$ cat config.mk
export PLATFORM = sky130hd
export DESIGN_NAME = draw_call_throttle_filter_top
export DESIGN_NICKNAME = d
export VERILOG_FILES = /design/src/dctf_pkg.sv /design/src/draw_call_throttle_filter_top.sv
export SDC_FILE = /design/constraint.sdc
export NUM_CORES = 1
export LEC_CHECK = 0
export BUFFER_PORTS_ARGS = -buffer_cell sky130_fd_sc_hd__buf_2
export CAP_MARGIN = 20
export CORE_ASPECT_RATIO = 0.5
export CORE_MARGIN = 3
export CORE_UTILIZATION = 53
export DETAILED_ROUTE_END_ITERATION = 8
export GPL_ROUTABILITY_DRIVEN = 0
export PLACE_DENSITY_LB_ADDON = 0.1
export SETUP_SLACK_MARGIN = 0.02
export SYNTH_ARGS = -nofsm -noshare
export SYNTH_HDL_FRONTEND = slang
export SYNTH_SLANG_ARGS = --single-unit
$ cat constraint.sdc
create_clock -name clk -period 3.6 [get_ports clk]
set_clock_uncertainty 0.15 [all_clocks]
set_input_delay 0.18 -clock clk [delete_from_list [all_inputs] [get_ports clk]]
set_output_delay 0.18 -clock clk [all_outputs]
set_load 0.005 [all_outputs]
$ cat src/dctf_pkg.sv
`timescale 1ns / 1ps
// ---------------------------------------------------------------------------
// Draw-call throttle filter package
// Shared widths, operation and primitive codes, register indexes and resets.
// ---------------------------------------------------------------------------
package dctf_pkg;

  // Field widths
  localparam int unsigned OP_W    = 2;
  localparam int unsigned PRIM_W  = 3;
  localparam int unsigned VCNT_W  = 24;
  localparam int unsigned TIME_W  = 24;
  localparam int unsigned SBL_W   = 16;
  localparam int unsigned FRM_W   = 8;
  localparam int unsigned LEVEL_W = 2;
  localparam int unsigned CFG_IDX_W = 3;
  localparam int unsigned CFG_DAT_W = 24;

  // Operation codes
  typedef enum logic [OP_W-1:0] {
    OP_ARRAYS   = 2'd0,
    OP_ELEMENTS = 2'd1,
    OP_TICK     = 2'd2,
    OP_RSVD     = 2'd3
  } op_t;

  // Primitive codes that the filter cares about
  localparam logic [PRIM_W-1:0] PRIM_POINTS = 3'd0;
  localparam logic [PRIM_W-1:0] PRIM_TRIS   = 3'd4;
  localparam logic [PRIM_W-1:0] PRIM_STRIP  = 3'd5;
  localparam logic [PRIM_W-1:0] PRIM_FAN    = 3'd6;

  // Throttle levels
  localparam logic [LEVEL_W-1:0] LVL_NONE  = 2'd0;
  localparam logic [LEVEL_W-1:0] LVL_LIGHT = 2'd1;
  localparam logic [LEVEL_W-1:0] LVL_HEAVY = 2'd2;
  localparam logic [LEVEL_W-1:0] LVL_BAD   = 2'd3;

  // Register indexes
  localparam logic [CFG_IDX_W-1:0] REG_ENABLE      = 3'd0;
  localparam logic [CFG_IDX_W-1:0] REG_LOW_LIMIT   = 3'd1;
  localparam logic [CFG_IDX_W-1:0] REG_HIGH_LIMIT  = 3'd2;
  localparam logic [CFG_IDX_W-1:0] REG_SMALL_BATCH = 3'd3;
  localparam logic [CFG_IDX_W-1:0] REG_UP_FRAMES   = 3'd4;
  localparam logic [CFG_IDX_W-1:0] REG_DOWN_FRAMES = 3'd5;

  // Register reset values (limits are 90% and 110% of a 35714 us budget)
  localparam logic [TIME_W-1:0] RST_LOW_LIMIT   = 24'd32143;
  localparam logic [TIME_W-1:0] RST_HIGH_LIMIT  = 24'd39286;
  localparam logic [SBL_W-1:0]  RST_SMALL_BATCH = 16'd12;
  localparam logic [FRM_W-1:0]  RST_UP_FRAMES   = 8'd2;
  localparam logic [FRM_W-1:0]  RST_DOWN_FRAMES = 8'd8;

  localparam logic [FRM_W-1:0] CNT_MAX = '1;

endpackage

$ cat src/draw_call_throttle_filter_top.sv
`timescale 1ns / 1ps
// An accepted input word's result word is registered and appears in the cycle after.
// Throughput: one word per cycle; the output register decouples the sides,
//   and in_stall is raised only while a held result is itself stalled.
// Reset (rst_n low, synchronous): level and hysteresis counters clear,
//   the output register empties, registers return to their defaults.
// ---------------------------------------------------------------------------
// Draw-call throttle filter, top level
// Drops point array draws and small-triangle draws according to a throttle level that
// frame-time ticks move with hysteresis.
// ---------------------------------------------------------------------------
module draw_call_throttle_filter_top
  import dctf_pkg::*;
(
  input  logic                 clk,
  input  logic                 rst_n,
  // configuration
  input  logic                 cfg_we,
  input  logic [CFG_IDX_W-1:0] cfg_idx,
  input  logic [CFG_DAT_W-1:0] cfg_wdata,
  // input channel
  input  logic                 in_valid,
  output logic                 in_stall,
  input  logic [OP_W-1:0]      in_op,
  input  logic [PRIM_W-1:0]    in_prim_mode,
  input  logic [VCNT_W-1:0]    in_vertex_count,
  input  logic                 in_idle_frame,
  input  logic [TIME_W-1:0]    in_frame_time_us,
  // result channel
  output logic                 out_valid,
  input  logic                 out_stall,
  output logic                 out_forward,
  output logic [LEVEL_W-1:0]   out_level
);

  // Configuration registers
  logic               enable_r;
  logic [TIME_W-1:0]  low_limit_r;
  logic [TIME_W-1:0]  high_limit_r;
  logic [SBL_W-1:0]   small_batch_r;
  logic [FRM_W-1:0]   up_frames_r;
  logic [FRM_W-1:0]   down_frames_r;

  // Throttle state
  logic [LEVEL_W-1:0] level_r, level_nxt;
  logic [FRM_W-1:0]   heavy_r, heavy_nxt;
  logic [FRM_W-1:0]   light_r, light_nxt;

  // Output register
  logic               out_valid_r;
  logic               forward_r, forward_nxt;
  logic [LEVEL_W-1:0] out_level_r;

  logic               in_acc;
  logic               out_acc;
  op_t                op;
  logic [LEVEL_W-1:0] desired;
  logic [FRM_W-1:0]   heavy_inc, light_inc;
  logic               is_tri;
  logic               drop;

  assign op       = op_t'(in_op);
  assign in_stall = out_valid_r & out_stall;
  assign in_acc   = in_valid & ~in_stall;
  assign out_acc  = out_valid_r & ~out_stall;

  // Register writes
  always_ff @(posedge clk) begin
    if (!rst_n) begin
      enable_r      <= 1'b0;
      low_limit_r   <= RST_LOW_LIMIT;
      high_limit_r  <= RST_HIGH_LIMIT;
      small_batch_r <= RST_SMALL_BATCH;
      up_frames_r   <= RST_UP_FRAMES;
      down_frames_r <= RST_DOWN_FRAMES;
    end else if (cfg_we) begin
      unique case (cfg_idx)
        REG_ENABLE:      enable_r      <= cfg_wdata[0];
        REG_LOW_LIMIT:   low_limit_r   <= cfg_wdata[TIME_W-1:0];
        REG_HIGH_LIMIT:  high_limit_r  <= cfg_wdata[TIME_W-1:0];
        REG_SMALL_BATCH: small_batch_r <= cfg_wdata[SBL_W-1:0];
        REG_UP_FRAMES:   up_frames_r   <= cfg_wdata[FRM_W-1:0];
        REG_DOWN_FRAMES: down_frames_r <= cfg_wdata[FRM_W-1:0];
        default: ;
      endcase
    end
  end

  // Draw filter
  assign is_tri = (in_prim_mode == PRIM_TRIS) | (in_prim_mode == PRIM_STRIP) |
                  (in_prim_mode == PRIM_FAN);

  always_comb begin
    drop = 1'b0;
    if (enable_r && level_r != LVL_NONE) begin
      if (op == OP_ARRAYS && in_prim_mode == PRIM_POINTS)
        drop = 1'b1;
      if (level_r >= LVL_HEAVY && is_tri &&
          in_vertex_count < {{(VCNT_W-SBL_W){1'b0}}, small_batch_r})
        drop = 1'b1;
    end
  end

  // Desired level from the frame time, low limit checked first
  always_comb begin
    priority if (in_frame_time_us < low_limit_r) desired = LVL_NONE;
    else if (in_frame_time_us < high_limit_r)    desired = LVL_LIGHT;
    else                                         desired = LVL_HEAVY;
  end

  assign heavy_inc = (heavy_r == CNT_MAX) ? CNT_MAX : heavy_r + 1'b1;
  assign light_inc = (light_r == CNT_MAX) ? CNT_MAX : light_r + 1'b1;

  // Hysteresis and result
  always_comb begin
    level_nxt   = level_r;
    heavy_nxt   = heavy_r;
    light_nxt   = light_r;
    forward_nxt = 1'b0;
    unique case (op)
      OP_ARRAYS, OP_ELEMENTS: begin
        forward_nxt = ~drop;
      end
      OP_TICK: begin
        if (enable_r && !in_idle_frame) begin
          priority if (desired > level_r) begin
            light_nxt = '0;
            if (heavy_inc >= up_frames_r) begin
              level_nxt = desired;
              heavy_nxt = '0;
            end else begin
              heavy_nxt = heavy_inc;
            end
          end else if (desired < level_r) begin
            heavy_nxt = '0;
            if (light_inc >= down_frames_r) begin
              level_nxt = level_r - 1'b1;
              light_nxt = '0;
            end else begin
              light_nxt = light_inc;
            end
          end else begin
            heavy_nxt = '0;
            light_nxt = '0;
          end
        end
      end
      default: ;
    endcase
  end

  // State and output valid
  always_ff @(posedge clk) begin
    if (!rst_n) begin
      level_r     <= LVL_NONE;
      heavy_r     <= '0;
      light_r     <= '0;
      out_valid_r <= 1'b0;
    end else begin
      if (in_acc) begin
        level_r <= level_nxt;
        heavy_r <= heavy_nxt;
        light_r <= light_nxt;
      end
      if (in_acc)
        out_valid_r <= 1'b1;
      else if (out_acc)
        out_valid_r <= 1'b0;
    end
  end

  // Result payload
  always_ff @(posedge clk) begin
    if (in_acc) begin
      forward_r   <= forward_nxt;
      out_level_r <= level_nxt;
    end
  end

  assign out_valid   = out_valid_r;
  assign out_forward = forward_r;
  assign out_level   = out_level_r;

endmodule

==> results.yml <==
synth:
  synthArstFlopShare: 0
  syn_area_per_cell_um2: 8.00
  yosys_warnings: 0
  synthMuxAreaShare: 0.00157
  synth_area_mm2: 0.00636
  synth_top_area_cell: "dfxtp_1"
  synth_adder_area_share: 0.163
  synth-main-ff-cell: "dfxtp_1"
  netlist_instances: 795
  synthTopCellsByArea: "dfxtp_1 (31%), ha_1 (16%), nand2_1 (10%)"
  synth_compound_area_frac: 0.225
  synth_top_family_by_area: "compound AO/OA/AOI/OAI gates"
  synth_top_area_frac: 0.315
  synth_edf_count: 3
  synth-seq-cells: 103
  syn_nets: 964
  synthDistinctLibCells: 63
  ys_seq_area_frac: 0.329
  synthXorXnorAreaFrac: 0.00689
  synthSimpleGateAreaFrac: 0.207
outcome:
  status: "completed"
floorplanning:
  die_area_mm2: 0.0134
  fp.dieW_um: 161
  dieHeight_um: 83.5
  start_util: 0.560
  fp-row-count: 27
  boundaryPins: 91
  coreArea_mm2: 0.0114
pwr:
  p_switching_mw: 0.687
  power_mw: 2.51
  pwr-share-seq: 0.469
  power_leakage_nw: 3.27
  swShare: 0.274
  powerDensity_mw_per_mm2: 328
  pwr-share-comb: 0.147
  vdd_drop_max_mv: 0.230
  clkPwrFrac: 0.383
  internal_power_mw: 1.82
timing:
  fin_crit_ns: 3.44
  finalSetupViolations: 0
  report.final.slew_viol_count: 0
  holdWs_ns: 0.00400
  final.period_utilization: 0.954
  worstMarginPinSlew_ns: 0.864
  hold_viol: 0
  max_freq_mhz: 291
  relSlewSlack: 0.420
clocking:
  cts_buffer_depth: 2
  cts_tree: "done"
  clkLatencyLatePin_ns: 0.35
  cts_made_buffers: 9
  htreeDepth: 3
  clk_pin_slew_ns: 0.07
  clkSinkCount: 103
  cts_root_buffer: "clkbuf_16"
placement:
  port_buffers: 90
  dp_hpwl_um: 11400
detailed_routing:
  drtAntennaViolNets: 0
  routed-via-count: 5740
  drc: 0
  wirelength_um: 15800
  first_pass_iters: 6
  routedWlPerCell_um: 14.8
  viasPerCell: 5.40
  drt_iter0_drc: 285
final_layout:
  regArea_mm2: 0.00209
  diodes: 0
  syn2layout_area_growth_pct: 20.5
  fill_cells: 987
  nets: 1068
  drive_above_1_share: 0.183
  multi_input_area_mm2: 0.00402
grt:
  grt_util_all_layers: 0.234
  grt_pass1_vias: 5595
  grt_max_degree: 88
  grt_pass1_wl_um: 26000
  grt_remaining_overflow: 0
  antenna_found_initial: 0
critical_path:
  cp.required_ns: 3.68
  criticalPathCategory: "reg -> reg"
  critPathLaunchType: "flip-flop"
  reg2regPathDepth: 17
  cpMostUsedCell: "buf_4"
  r2r_setup_slack_ns: 0.16
  cp_max_fo: 4
  cp_cell_sequence: "inv_1 > ha_1 > and3_1 > a21oi_1 > a21boi_1 > o41ai_2 > buf_4 > o2bb2ai_4 > inv_2 > ha_4 > nor2b_4 > or2_4 > nor2_4 > buf_4 > a221o_1 > a31oi_1 > o21ai_1"
  r2r-end: "level_r[1]"
  critPathCaptureType: "flip-flop"
  timing.rr.start: "high_limit_r[7]"
  slowest_delay_ns: 0.36
  critical_path_arrival_ns: 3.51
  slowest_stage: "a221o_1"
hold_path:
  hold_class: "in -> reg"
  min_to: "high_limit_r[3]"
  hp-start: "cfg_wdata[3]"
  whs_path_depth: 3
run:
  maxCapViolCount: 0
-- cell usage after synthesis (9+ instances only) --
master / number
nand2_1: 174
dfxtp_1: 100
ha_1: 83
inv_1: 82
a21boi_0: 50
a21oi_1: 36
clkbuf_1: 27
o211ai_1: 26
nor2_1: 23
nand3_1: 17
o21ai_0: 17
and3_1: 12
nand2b_1: 12
a31oi_1: 11
a21o_1: 10
o21a_1: 9
-- worst max-delay path by stage --
stage | end | depth (start not counted) | slack [ns] | start
final | level_r[1] | 17 | 0.16 | high_limit_r[7]
after global routing | level_r[1] | 17 | -0.03 | high_limit_r[7]
after CTS | out_level[0] | 16 | 0.04 | high_limit_r[7]
after detailed placement | out_level[0] | 16 | -0.16 | high_limit_r[7]
after global placement | out_level[0] | 16 | -0.08 | high_limit_r[7]
after floorplan | out_level[0] | 15 | 0.21 | high_limit_r[7]
-- layout by cell type (no fill, tap or decap), drive strengths merged, types with 17 or more instances in the layout --
cell           n
nand3         17
dlygate4sd3   19
a21oi         37
nor2          23
ha            83
o21ai         22
dfxtp        100
nand2        176
a21boi        54
inv           86
o211ai        26
buf          104
-- per-stage QoR --
stage | instances | TNS (ns) | worst slack [ns] | area [µm²] | util
final | 1063 | 0 | 0.165 | 7660 | 0.675
after CTS | 1060 | 0 | 0.0449 | 7470 | 0.658
after global routing | 1063 | -0.0271 | -0.0271 | 7660 | 0.675
after floorplan | 795 | 0 | 0.213 | 6360 | -
after detailed placement | 1025 | -0.392 | -0.158 | 6970 | 0.614
after global placement | 1025 | -0.106 | -0.0773 | 6970 | 0.614
-- flip-flops by register name (all words and copies together) (netlist names) --
| signal | flops |
|---|---|
| up_frames_r | 8 |
| out_valid | 1 |
| down_frames_r | 8 |
| out_forward | 1 |
| enable_r | 1 |
| heavy_r | 8 |
| low_limit_r | 24 |
| high_limit_r | 24 |
| small_batch_r | 16 |
| light_r | 8 |
| level_r | 2 |
| out_level | 2 |
-- worst max-delay path: cells and delay by family (launching register included) --
| kind | cells | cell delay, ns |
|---|---|---|
| flops | 1 | 0.33 |
| compound gates | 7 | 1.26 |
| fa+ha+maj | 2 | 0.55 |
| buf+inv | 4 | 0.45 |
| simple gates | 4 | 0.59 |
-- cell families (layout without fill, tap and decap cells) --
kind of cell / count (synthesis) / after routing
AOI/OAI and AO/OA: 202 / 202
buffers and inverters: 112 / 221
and+or+nand+nor: 289 / 289
DFF: 103 / 103
adders and majority gates: 83 / 83
xor gates and xnor gates: 5 / 5
muxes: 1 / 1
-- per-layer routing --
layer,vias up,track usage,share of wire
li1,2946,-,-
met1,2654,0.302,0.47
met2,113,0.406,0.47
met3,27,0.0431,0.037
met4,0,0.0625,0.018
met5,-,0,0
-- power groups by stage --
| stage | sequential, mW | combinational [mW] | clock [mW] |
|---|---|---|---|
| 4_1_cts | 1.18 | 0.337 | 0.980 |
| 2_1_floorplan | 1.20 | 0.181 | 0 |
| 3_3_place_gp | 1.20 | 0.308 | 0 |
| 5_1_grt | 1.18 | 0.417 | 1.03 |
| 3_5_place_dp | 1.20 | 0.317 | 0 |
| 6_report | 1.18 | 0.370 | 0.962 |
-- layout make-up --
cell class,count,share of cell area
multi-input cells,580,0.525
flip-flops and latches,103,0.273
repair buffers,123,0.0975
inverters,82,0.0402
clock buffers,9,0.0294
well taps,159,0.0260
clock inverters,7,0.00865
-- timing repair --
action                                  4_1_cts  5_1_grt
hold buffers                                 19        0
hold endpoints to repair                     46        0
buffers inserted                              0        2
gates resized for setup                       3       39
gates cloned                                  0        1
endpoints found under the setup margin       11       20
pin swaps                                     0       12
No activity file was read; power rests on OpenSTA's default activity.
